<file path="src/rtl/rhp_pkg.sv">
`default_nettype none
// ----------------------------------------------------------------------------
// rhp_pkg: shared types and constants for the RTP header parser
// Packet summary handed from the byte parser to the evaluator, result item
// layout, and the fixed header constants.
// ----------------------------------------------------------------------------
package rhp_pkg;

  // Fixed header length in bytes and extension header size
  localparam logic [6:0] HDR_FIXED     = 7'd12;
  localparam logic [6:0] EXT_HDR_BYTES = 7'd4;
  localparam logic [1:0] RTP_VERSION   = 2'd2;

  // Everything the evaluator needs about one finished packet
  typedef struct packed {
    logic [7:0]  hdr0;
    logic [7:0]  hdr1;
    logic [15:0] seq;
    logic [31:0] ts;
    logic [31:0] ssrc;
    logic [15:0] len;
    logic [18:0] hdr_end;
    logic [7:0]  pad_cnt;
  } summary_t;

  // One result item
  typedef struct packed {
    logic        ok;
    logic        padding;
    logic        extension;
    logic [3:0]  contrib_cnt;
    logic        marker;
    logic [6:0]  pt_code;
    logic [15:0] seq_num;
    logic [31:0] timestamp;
    logic [31:0] ssrc;
    logic [15:0] payload_offset;
    logic [15:0] payload_size;
  } result_t;

endpackage
`default_nettype wire

</file>
<file path="src/rtl/rtp_header_parser.sv">
`default_nettype none
// ----------------------------------------------------------------------------
// rtp_header_parser: RTP fixed header parser
// Byte-serial RTP packet parser with queue handshakes on both sides.
// ----------------------------------------------------------------------------
// Takes one packet byte per cycle while full is low, with last_byte on the final
// byte, and delivers one result item per packet. The byte counter and field
// capture run at one byte per clock while full is low, with no gaps between
// packets. A two-entry summary queue sits between capture and evaluation and
// a two-entry result queue drives the outputs; a packet's result passes through
// both before it is visible. Full only rises when both queues are backed up by
// a stalled pop. There is no clearing pass after reset.
// ----------------------------------------------------------------------------
module rtp_header_parser #(
  parameter int unsigned MAX_PACKET_BYTES = 65535
) (
  input  wire logic        clk,
  input  wire logic        rst,
  input  wire logic        push,
  output logic             full,
  input  wire logic [7:0]  data_byte,
  input  wire logic        last_byte,
  output logic             empty,
  input  wire logic        pop,
  output logic             ok,
  output logic             padding,
  output logic             extension,
  output logic [3:0]       contrib_cnt,
  output logic             marker,
  output logic [6:0]       pt_code,
  output logic [15:0]      seq_num,
  output logic [31:0]      timestamp,
  output logic [31:0]      ssrc,
  output logic [15:0]      payload_offset,
  output logic [15:0]      payload_size
);
  import rhp_pkg::*;

  localparam int unsigned SumW = $bits(summary_t);
  localparam int unsigned ResW = $bits(result_t);

  logic     accept;
  logic     mid_push, mid_full, mid_empty, mid_pop;
  logic     out_push, out_full, out_empty;
  summary_t sum_in, sum_head;
  result_t  res_in, res_head;

  assign full     = mid_full;
  assign accept   = push && !mid_full;
  assign mid_push = accept && last_byte;

  // Byte capture
  rhp_front #(.MAX_PACKET_BYTES(MAX_PACKET_BYTES)) u_front (
    .clk       (clk),
    .rst       (rst),
    .accept    (accept),
    .data_byte (data_byte),
    .last_byte (last_byte),
    .summary   (sum_in)
  );

  // Summary queue
  rhp_fifo #(.WIDTH(SumW), .DEPTH(2)) u_mid_q (
    .clk   (clk),
    .rst   (rst),
    .push  (mid_push),
    .wdata (sum_in),
    .full  (mid_full),
    .pop   (mid_pop),
    .rdata (sum_head),
    .empty (mid_empty)
  );

  // Evaluation
  rhp_back u_back (
    .summary (sum_head),
    .result  (res_in)
  );

  assign mid_pop  = !mid_empty && !out_full;
  assign out_push = mid_pop;

  // Result queue
  rhp_fifo #(.WIDTH(ResW), .DEPTH(2)) u_out_q (
    .clk   (clk),
    .rst   (rst),
    .push  (out_push),
    .wdata (res_in),
    .full  (out_full),
    .pop   (pop),
    .rdata (res_head),
    .empty (out_empty)
  );

  assign empty          = out_empty;
  assign ok             = res_head.ok;
  assign padding        = res_head.padding;
  assign extension      = res_head.extension;
  assign contrib_cnt    = res_head.contrib_cnt;
  assign marker         = res_head.marker;
  assign pt_code        = res_head.pt_code;
  assign seq_num        = res_head.seq_num;
  assign timestamp      = res_head.timestamp;
  assign ssrc           = res_head.ssrc;
  assign payload_offset = res_head.payload_offset;
  assign payload_size   = res_head.payload_size;

  // Checks
  a_last_queued: assert property (@(posedge clk) disable iff (rst)
    (push && !full && last_byte) |=> !mid_empty)
    else $error("last byte taken but no summary queued");

  a_no_overflow: assert property (@(posedge clk) disable iff (rst)
    out_push |-> !out_full)
    else $error("result queue written while full");

  a_bad_zero: assert property (@(posedge clk) disable iff (rst)
    (!empty && !ok) |-> (payload_size == 16'd0 && payload_offset == 16'd0
                         && ssrc == 32'd0 && seq_num == 16'd0))
    else $error("malformed packet result carries nonzero fields");

  a_good_offset: assert property (@(posedge clk) disable iff (rst)
    (!empty && ok) |-> (payload_offset >= 16'(HDR_FIXED)))
    else $error("valid packet with header shorter than fixed part");

endmodule
`default_nettype wire

</file>
<file path="src/rtl/rhp_fifo.sv">
`default_nettype none
// ----------------------------------------------------------------------------
// rhp_fifo: small register queue
// Decouples the parser stages; full and empty come straight from the count
// register.
// ----------------------------------------------------------------------------
module rhp_fifo #(
  parameter int unsigned WIDTH = 8,
  parameter int unsigned DEPTH = 2
) (
  input  wire logic             clk,
  input  wire logic             rst,
  input  wire logic             push,
  input  wire logic [WIDTH-1:0] wdata,
  output logic                  full,
  input  wire logic             pop,
  output logic [WIDTH-1:0]      rdata,
  output logic                  empty
);

  localparam int unsigned PtrW = (DEPTH > 1) ? $clog2(DEPTH) : 1;
  localparam int unsigned CntW = $clog2(DEPTH + 1);

  logic [WIDTH-1:0] mem [DEPTH];
  logic [PtrW-1:0]  wr_ptr;
  logic [PtrW-1:0]  rd_ptr;
  logic [CntW-1:0]  count;
  logic             do_push;
  logic             do_pop;

  assign full    = (count == CntW'(DEPTH));
  assign empty   = (count == '0);
  assign do_push = push && !full;
  assign do_pop  = pop && !empty;
  assign rdata   = mem[rd_ptr];

  // Storage
  always_ff @(posedge clk) begin
    if (do_push) begin
      mem[wr_ptr] <= wdata;
    end
  end

  // Pointers and fill count
  always_ff @(posedge clk) begin
    if (rst) begin
      wr_ptr <= '0;
      rd_ptr <= '0;
      count  <= '0;
    end else begin
      if (do_push) begin
        wr_ptr <= (wr_ptr == PtrW'(DEPTH - 1)) ? '0 : wr_ptr + 1'b1;
      end
      if (do_pop) begin
        rd_ptr <= (rd_ptr == PtrW'(DEPTH - 1)) ? '0 : rd_ptr + 1'b1;
      end
      if (do_push && !do_pop) begin
        count <= count + 1'b1;
      end else if (do_pop && !do_push) begin
        count <= count - 1'b1;
      end
    end
  end

endmodule
`default_nettype wire

</file>
<file path="src/rtl/rhp_front.sv">
`default_nettype none
// ----------------------------------------------------------------------------
// rhp_front: byte-level header capture
// Counts bytes, steers each byte into its header field, tracks the header
// length through the CSRC list and extension, and forms the packet summary
// on the last byte.
// ----------------------------------------------------------------------------
module rhp_front #(
  parameter int unsigned MAX_PACKET_BYTES = 65535
) (
  input  wire logic        clk,
  input  wire logic        rst,
  input  wire logic        accept,
  input  wire logic [7:0]  data_byte,
  input  wire logic        last_byte,
  output rhp_pkg::summary_t summary
);
  import rhp_pkg::*;

  localparam logic [15:0] MaxBytes = 16'(MAX_PACKET_BYTES);

  logic [15:0] byte_index, byte_index_next;
  logic [7:0]  hdr0, hdr0_next;
  logic [7:0]  hdr1, hdr1_next;
  logic [15:0] seq_reg, seq_reg_next;
  logic [31:0] time_reg, time_reg_next;
  logic [31:0] source_reg, source_reg_next;
  logic [7:0]  ext_high, ext_high_next;
  logic [18:0] header_end, header_end_next;
  logic        sat;
  logic [6:0]  base;
  logic [15:0] len;

  // Byte classification and field capture
  always_comb begin
    sat             = (byte_index >= MaxBytes);
    base            = HDR_FIXED + {1'b0, hdr0[3:0], 2'b00};
    byte_index_next = byte_index;
    hdr0_next       = hdr0;
    hdr1_next       = hdr1;
    seq_reg_next    = seq_reg;
    time_reg_next   = time_reg;
    source_reg_next = source_reg;
    ext_high_next   = ext_high;
    header_end_next = header_end;
    if (!sat) begin
      if (byte_index == 16'd0) begin
        hdr0_next       = data_byte;
        header_end_next = 19'(HDR_FIXED) + {13'b0, data_byte[3:0], 2'b00};
      end else if (byte_index == 16'd1) begin
        hdr1_next = data_byte;
      end else if (byte_index < 16'd4) begin
        seq_reg_next = {seq_reg[7:0], data_byte};
      end else if (byte_index < 16'd8) begin
        time_reg_next = {time_reg[23:0], data_byte};
      end else if (byte_index < 16'(HDR_FIXED)) begin
        source_reg_next = {source_reg[23:0], data_byte};
      end else if (byte_index == 16'(base) + 16'd2) begin
        ext_high_next = data_byte;
      end else if (byte_index == 16'(base) + 16'd3) begin
        // extension word count complete
        if (hdr0[4]) begin
          header_end_next = 19'(base) + 19'(EXT_HDR_BYTES)
                            + {1'b0, ext_high, data_byte, 2'b00};
        end
      end
      byte_index_next = byte_index + 16'd1;
    end
    len = sat ? MaxBytes : byte_index + 16'd1;
  end

  // Summary of the packet as of this byte
  always_comb begin
    summary.hdr0    = hdr0_next;
    summary.hdr1    = hdr1_next;
    summary.seq     = seq_reg_next;
    summary.ts      = time_reg_next;
    summary.ssrc    = source_reg_next;
    summary.len     = len;
    summary.hdr_end = header_end_next;
    summary.pad_cnt = data_byte;
  end

  // Per-packet state; counters rearm after the last byte
  always_ff @(posedge clk) begin
    if (rst) begin
      byte_index <= '0;
      hdr0       <= '0;
      hdr1       <= '0;
      seq_reg    <= '0;
      time_reg   <= '0;
      source_reg <= '0;
      ext_high   <= '0;
      header_end <= 19'(HDR_FIXED);
    end else if (accept) begin
      hdr0       <= hdr0_next;
      hdr1       <= hdr1_next;
      seq_reg    <= seq_reg_next;
      time_reg   <= time_reg_next;
      source_reg <= source_reg_next;
      if (last_byte) begin
        byte_index <= '0;
        ext_high   <= '0;
        header_end <= 19'(HDR_FIXED);
      end else begin
        byte_index <= byte_index_next;
        ext_high   <= ext_high_next;
        header_end <= header_end_next;
      end
    end
  end

endmodule
`default_nettype wire

</file>
<file path="src/rtl/rhp_back.sv">
`default_nettype none
// ----------------------------------------------------------------------------
// rhp_back: packet evaluation
// Validates a finished packet summary and works out the payload offset and
// the payload length net of padding.
// ----------------------------------------------------------------------------
module rhp_back (
  input  rhp_pkg::summary_t summary,
  output rhp_pkg::result_t  result
);
  import rhp_pkg::*;

  logic [6:0]  base;
  logic        ok;
  logic [15:0] plen_raw;
  logic [16:0] plen_pad;
  logic [15:0] plen;

  always_comb begin
    base = HDR_FIXED + {1'b0, summary.hdr0[3:0], 2'b00};

    // Validity: long enough, version 2, header fully present
    ok = (summary.len >= 16'(HDR_FIXED))
         && (summary.hdr0[7:6] == RTP_VERSION)
         && (summary.len >= 16'(base))
         && (!summary.hdr0[4]
             || ((17'(base) + 17'(EXT_HDR_BYTES) <= {1'b0, summary.len})
                 && ({3'b0, summary.len} >= summary.hdr_end)));

    // Payload length, padding count off, clamped at zero
    plen_raw = summary.len - summary.hdr_end[15:0];
    plen_pad = {1'b0, plen_raw} - {9'b0, summary.pad_cnt};
    if (summary.hdr0[5] && (plen_raw != 16'd0)) begin
      plen = plen_pad[16] ? 16'd0 : plen_pad[15:0];
    end else begin
      plen = plen_raw;
    end

    result = '0;
    if (ok) begin
      result.ok             = 1'b1;
      result.padding        = summary.hdr0[5];
      result.extension      = summary.hdr0[4];
      result.contrib_cnt    = summary.hdr0[3:0];
      result.marker         = summary.hdr1[7];
      result.pt_code        = summary.hdr1[6:0];
      result.seq_num        = summary.seq;
      result.timestamp      = summary.ts;
      result.ssrc           = summary.ssrc;
      result.payload_offset = summary.hdr_end[15:0];
      result.payload_size   = plen;
    end
  end

endmodule
`default_nettype wire

</file>
<file path="config.mk">
export PLATFORM = sky130hd
export DESIGN_NAME = rtp_header_parser
export DESIGN_NICKNAME = d
export VERILOG_FILES = /design/src/rtl/rhp_pkg.sv /design/src/rtl/rtp_header_parser.sv /design/src/rtl/rhp_fifo.sv /design/src/rtl/rhp_front.sv /design/src/rtl/rhp_back.sv
export SDC_FILE = /design/constraint.sdc
export NUM_CORES = 1
export LEC_CHECK = 0
export BUFFER_PORTS_ARGS = -buffer_cell sky130_fd_sc_hd__buf_2
export CORE_MARGIN = 4
export CORE_UTILIZATION = 48
export CTS_BUF_LIST = sky130_fd_sc_hd__clkbuf_16
export DETAILED_ROUTE_END_ITERATION = 7
export PLACE_DENSITY_LB_ADDON = 0.12
export SETUP_SLACK_MARGIN = 0.2
export SLEW_MARGIN = 20
export SYNTH_ARGS = -nofsm -noshare
export SYNTH_HDL_FRONTEND = slang
export SYNTH_HIERARCHICAL = 1
export SYNTH_SLANG_ARGS = --single-unit
</file>
<file path="constraint.sdc">
create_clock -name clk -period 5.5 [get_ports clk]
set_input_delay 1.1 -clock clk [delete_from_list [all_inputs] [get_ports clk]]
set_output_delay 1.1 -clock clk [all_outputs]
set_load 0.02 [all_outputs]
</file>
==> results.toml, run 1 <==
[routing]
dr.pass1.iters = 5
ant_nets = 0
drt_wl_total_um = 66600
via_per_inst = 5.49
dr.first_iter.drc_count = 1177
drcViolationCount = 0
via_count = 17900
wl_per_cell_um = 20.4

[global_route]
grt_usage_pct = 19.5
antenna_found_initial = 1
grt_pass1_vias = 17800
grt_start_max_net_pins = 97
grt_pass1_wl_um = 103000
grt_overflow = 0

[worst_setup_path]
cp-end-kind = "register"
startpoint_type = "register"
r2r_cells = 16
critPathCapture = "u_out_q/mem[1][15]"
r2r_slack_ps = 690
cp_max_fo = 22
critical_path_class = "register to register"
required_ps = 5950
r2r_end = "u_out_q/mem[1][15]"
critPathArrivalTime_ps = 5260

[clock_tree]
clock_latency_ps = 600
path_clk_slew_ps = 60
cts_buffer_depth = 3
htree_levels = 3
clock-sinks = 681
root_buffer = "clkbuf_16"
tritoncts = "done"
cts_buffers = 73
cts_hold_buf = 0

[floorplan]
die_y_um = 260
num_rows = 92
ios = 142
start_util_pct = 48.5
core_area_um2 = 63000
die_area_um2 = 67700
die_w_um = 260

[place]
dp_hpwl_um = 42300
numPortBuffers = 141
pre_cts_ws_ps = 588
finalWeightedCongestion = 0.859

[pwr]
clkPwrFrac_pct = 26.0
leakage_nw = 12.4
vdd_drop_max_mv = 0.391
p_sw_mw = 5.84
cell_internal_pwr_mw = 11.4
p_comb_share_pct = 34.4
p_per_area_nw_per_um2 = 506
seqPwrFrac_pct = 39.7
swShare_pct = 33.9

[logic_synthesis]
synth_flop_cell = "edfxtp_1"
yosys_warnings = 6
synthArstFlopShare_pct = 0
avgSynthCellArea_um2 = 13.6
ys_seq_area_share_pct = 62.1
netlist_area_um2 = 30500
ys_seq_elements = 681
syn_inst = 2244
synthDistinctLibCells = 91
syn-num-nets = 2315
synth_enable_flop_cells = 532

[finish]
fin_nets = 2431
n_fill_cell = 5276
largest_register_ffs = 278
layout-drive-gt1-share_pct = 27.5
largestRegisters = "u_mid_q/mem: 278 flops, u_out_q/mem: 254 flops"
regMostFlops = "u_mid_q/mem"
syn2layout_area_growth_pct = 11.6

[sta]
fin_skew_ps = 30.3
finalHoldViolCount = 0
grt_setup_unrepaired = "no"
slew_headroom_pct = 30.5
slew_violations = 0
tightest_slew_ps = 1040
hold_ws_ps = 445
fin_setup_tns_ps = 0
post-route-period-util_pct = 87.5
period_minus_slack_ps = 4810
fmax_ghz = 0.208
setup-violations-final = 0
fin_ws_ps = 689

[worst_hold_path]
hold_class = "register to register"
hold_start = "u_front/time_reg[31]"

[flow_run]
maxCapViolations = 0

[outcome]
status = "finished clean"
## cell type report
type / instances / area (µm²) / share of cell area [%]
flip-flops and latches: 681 / 19000 / 55.7
multi-input cells: 1374 / 10600 / 31.1
clock buffers: 74 / 1850 / 5.44
well taps: 846 / 1060 / 3.11
repair buffers: 169 / 993 / 2.92
clock inverters: 58 / 324 / 0.952
inverters: 61 / 239 / 0.702
diodes: 1 / 2.50 / 0.00735
## cell families (layout without fill, tap and decap cells)
family,Yosys count,count (layout),share of synthesized area (%)
compound gates,299,299,6.38
other cells,1,2,0.0123
simple gates,573,573,9.61
xor+xnor,52,52,1.54
flops,681,681,62.1
buf+inv,189,362,3.22
mux,391,391,14.7
fa+ha+maj,58,58,2.45
## power by group through the flow
stage | registers, mW | clock network [mW] | logic [mW]
after CTS | 6.84 | 4.59 | 5.98
after floorplan | 6.93 | 0 | 4.37
final | 6.83 | 4.47 | 5.91
after detailed placement | 6.94 | 0 | 5.94
after global placement | 6.91 | 0 | 5.90
after global routing | 6.89 | 4.81 | 6.44
## repair_timing
item                       4_1_cts  5_1_grt
resized for setup                0        1
setup endpoints to repair        0        2
setup buffers                    0        0
## worst max-delay path, cell delays in order (launching register included)
cell and delay [ps]:
dfxtp_4 550, buf_4 280, mux2_2 370, inv_1 60, ha_1 240, nand2_1 100
a211oi_2 340, nor2_1 100, xnor2_1 430, ha_1 370, o21ai_0 110, a31oi_1 90
o311ai_0 430, nor3b_2 350, nand3_1 170, or4_1 480, a21oi_2 180
## cells in the final DEF (no fill, tap or decap), drive strengths merged, types with 11 or more instances in the layout
master	n
clkinv	28
buf	169
inv	86
o2bb2ai	13
xor2	33
nand3	35
a21o	11
ha	55
nand2b	12
and2	124
mux2	356
nor3	12
or3	12
nand4	17
o21a	11
edfxtp	532
clkbuf	74
o21ai	56
mux2i	35
xnor2	18
dfxtp	149
nor2	78
a31oi	13
a21oi	129
and3	11
nand2	215
nor2b	14
## synthesized netlist by cell type (5+ instances only)
cell type / number / share of area, %
a211oi_1: 6 / 0.15
a21boi_0: 5 / 0.12
a21o_1: 10 / 0.25
a21oi_1: 119 / 2.0
a21oi_2: 9 / 0.26
a31oi_1: 13 / 0.27
and2_1: 121 / 2.5
and3_1: 9 / 0.18
buf_2: 34 / 0.56
buf_4: 15 / 0.37
buf_6: 23 / 0.85
clkbuf_1: 52 / 0.64
dfxtp_1: 149 / 9.8
edfxtp_1: 532 / 52
ha_1: 55 / 2.3
inv_1: 60 / 0.74
mux2_2: 323 / 12
mux2_4: 30 / 1.5
mux2i_1: 35 / 1.1
nand2_1: 215 / 2.6
nand2b_1: 12 / 0.25
nand3_1: 33 / 0.54
nand3b_1: 9 / 0.22
nand4_1: 17 / 0.35
nor2_1: 77 / 0.95
nor2b_1: 12 / 0.25
nor3_1: 10 / 0.16
nor4_1: 6 / 0.12
o211ai_1: 7 / 0.17
o21a_1: 11 / 0.27
o21ai_0: 45 / 0.74
o21ai_1: 11 / 0.18
o2bb2ai_1: 12 / 0.34
o31ai_1: 6 / 0.15
or3_1: 12 / 0.25
xnor2_1: 18 / 0.52
xor2_1: 33 / 0.95
## worst min-delay path by stage
stage | slack (ps) | end | depth (start not counted)
2_1_floorplan | 420 | u_front/header_end[0] | 1
3_3_place_gp | 430 | u_front/header_end[1] | 1
3_5_place_dp | 440 | u_front/hdr1[1] | 2
4_1_cts | 450 | u_front/hdr1[1] | 2
5_1_grt | 470 | u_front/header_end[1] | 1
6_report | 450 | u_front/time_reg[31] | 2
## stage by stage
step	std cells	area, µm²	util, %	power [mW]
3_3_place_gp	3130	31800	50.5	12.8
6_report	3264	34000	54.1	17.2
2_1_floorplan	2244	30500	-	11.3
5_1_grt	3263	34000	54.0	18.1
4_1_cts	3262	34000	54.0	17.4
3_5_place_dp	3130	31800	50.5	12.9
## metal layers
metal	routed length, µm	vias to the layer above	GRT usage (%)
met4	1770	0	5.80
li1	-	8465	-
met2	31100	400	30.9
met1	30700	8917	27.5
met5	0	-	0
met3	3000	122	3.59
Note: power is estimated with default switching activity, not from simulation.
==> run 2: changes to the inputs <==
CORE_ASPECT_RATIO = 0.7   (was unset)
==> run 2 against run 1 <==
Final cell count down 0.61%. Count of clock-buffer cells in the layout is 3 lower. Utilization decreased by 0.14 points. Non-clock buffer count grew 2. Clock skew fell by 9.8 ps. Die area about the same. First-iteration DRC count up 28%. Flip-flop and latch count is the same. Critical path type unchanged. Largest power group unchanged.
==> results.toml, run 2 (same netlist as run 1, synthesis figures left out) <==
[clock_tree]
cts_buffer_depth = 3
path_clk_slew_ps = 60
clock-sinks = 681
tritoncts = "done"
clock_latency_ps = 610
htree_levels = 3
cts_buffers = 69
root_buffer = "clkbuf_16"
postCtsSetupRepairBufs = 0

[routing]
drcViolationCount = 0
wl_met1_um = 33200
met3_length_um = 4120
wl_per_cell_um = 20.9
drt_wl_total_um = 67800
via_count = 17800
ant_nets = 0
dr.pass1.iters = 5
met2_wirelength_um = 29200
dr.first_iter.drc_count = 1510
top_layer = "met5"
via_per_inst = 5.50

[floorplan]
die_y_um = 219
num_rows = 77
die_w_um = 309
start_util_pct = 48.4
ios = 142
core_area_um2 = 63000
die_area_um2 = 67700

[global_route]
grt_pass1_wl_um = 105000
grt_overflow = 0
grt_pass1_vias = 17800
grt_usage_pct = 20.1
antenna_found_initial = 4
grt_start_max_net_pins = 97

[pwr]
leakage_nw = 12.4
p_total_mw = 17.2
vdd_drop_max_mv = 0.592
p_per_area_nw_per_um2 = 506

[sta]
grt_setup_unrepaired = "yes"
period_minus_slack_ps = 4960
fin_skew_ps = 20.5
finalHoldViolCount = 0
hold_ws_ps = 450
tightest_slew_ps = 1030
fin_setup_tns_ps = 0
slew_headroom_pct = 31.5
slew_violations = 0
setup-violations-final = 0
post-route-period-util_pct = 90.1
fin_ws_ps = 543
fmax_ghz = 0.202

[worst_setup_path]
cp_max_fo = 33
critPathBufInv = 3
critPathArrivalTime_ps = 5310
crit_family = "compound AO/OA/AOI/OAI gates"
critPathCapture = "u_out_q/mem[0][15]"
r2r_end = "u_out_q/mem[0][15]"
startpoint_type = "register"
slowest_stage = "dfxtp_4"
cp-end-kind = "register"
required_ps = 5850
critical_path_class = "register to register"
r2r_slack_ps = 540
cp.depth = 16
slowest_delay_ps = 650
crit_chain = "buf_4, mux2_2, inv_1, ha_1, a21o_1, nand2b_1, o21a_1, xor2_1, ha_1, nand2b_1, or3_1, a311oi_1, o21bai_1, o31ai_4, buf_4, a21oi_2"
r2r_cells = 16

[finish]
fin_nets = 2429
n_fill_cell = 5288
layout-drive-gt1-share_pct = 27.3
seqCellArea_um2 = 19000
largestRegisters = "u_mid_q/mem: 278 flops, u_out_q/mem: 254 flops"
multi_input_area_um2 = 10600
antennaDiodeCount = 0
final_area_um2 = 34000
syn2layout_area_growth_pct = 11.3
fin_cells = 3244
regMostFlops = "u_mid_q/mem"
post-route-util_pct = 53.9
mostFrequentLayoutCells = "edfxtp_1 (532), mux2_2 (323), nand2_1 (214)"
largest_register_ffs = 278
final_common_cell = "edfxtp_1"

[place]
dp_hpwl_um = 44300
dp.cells = 3114
pre_cts_ws_ps = 525
numPortBuffers = 141
finalWeightedCongestion = 0.850
dpl_cell_area_um2 = 31800

[worst_hold_path]
hold_class = "register to register"
hold_start = "u_front/time_reg[25]"

[flow_run]
maxCapViolations = 0

[outcome]
status = "finished clean"
==> run 2: cell type report <==
cell class	count	share of cell area [%]
Clock buffer	71	5.23
Clock inverter	57	0.958
Inverter	61	0.704
Multi-Input combinational cell	1374	31.2
Sequential cell	681	55.8
Tap cell	829	3.05
Timing Repair Buffer	171	3.00
==> run 2: worst register-to-register path, stage by stage (launching register included) <==
cell and delay, ps:
dfxtp_4 650, buf_4 280, mux2_2 360, inv_1 70, ha_1 310, a21o_1 260
nand2b_1 200, o21a_1 230, xor2_1 200, ha_1 220, nand2b_1 170, or3_1 320
a311oi_1 310, o21bai_1 230, o31ai_4 570, buf_4 280, a21oi_2 60
==> run 2: per-layer routing <==
| metal | vias up | GRT usage (%) |
|---|---|---|
| li1 | 8476 | - |
| met1 | 8870 | 30.5 |
| met2 | 412 | 29.5 |
| met3 | 86 | 4.51 |
| met4 | 2 | 4.72 |
| met5 | - | 0 |
==> run 2: worst min-delay path by stage <==
stage,end,slack [ps],cells past startpoint
2_1_floorplan,u_front/header_end[0],420,1
3_3_place_gp,u_front/time_reg[30],430,2
3_5_place_dp,u_front/header_end[1],440,1
4_1_cts,u_front/time_reg[25],450,2
5_1_grt,u_front/hdr1[5],470,2
6_report,u_front/time_reg[25],450,2
==> run 2: repair_timing <==
action | 4_1_cts | 5_1_grt
hold endpoints to repair | 0 | 0
hold buffers | 0 | 0
gates resized for setup | 0 | 1
endpoints found under the setup margin | 0 | 2
==> run 2: power by group <==
part	internal (mW)	switching [mW]	leakage [nW]
clock network	2.41	1.94	1.14
logic	2.26	3.72	5.06
registers	6.59	0.266	6.21
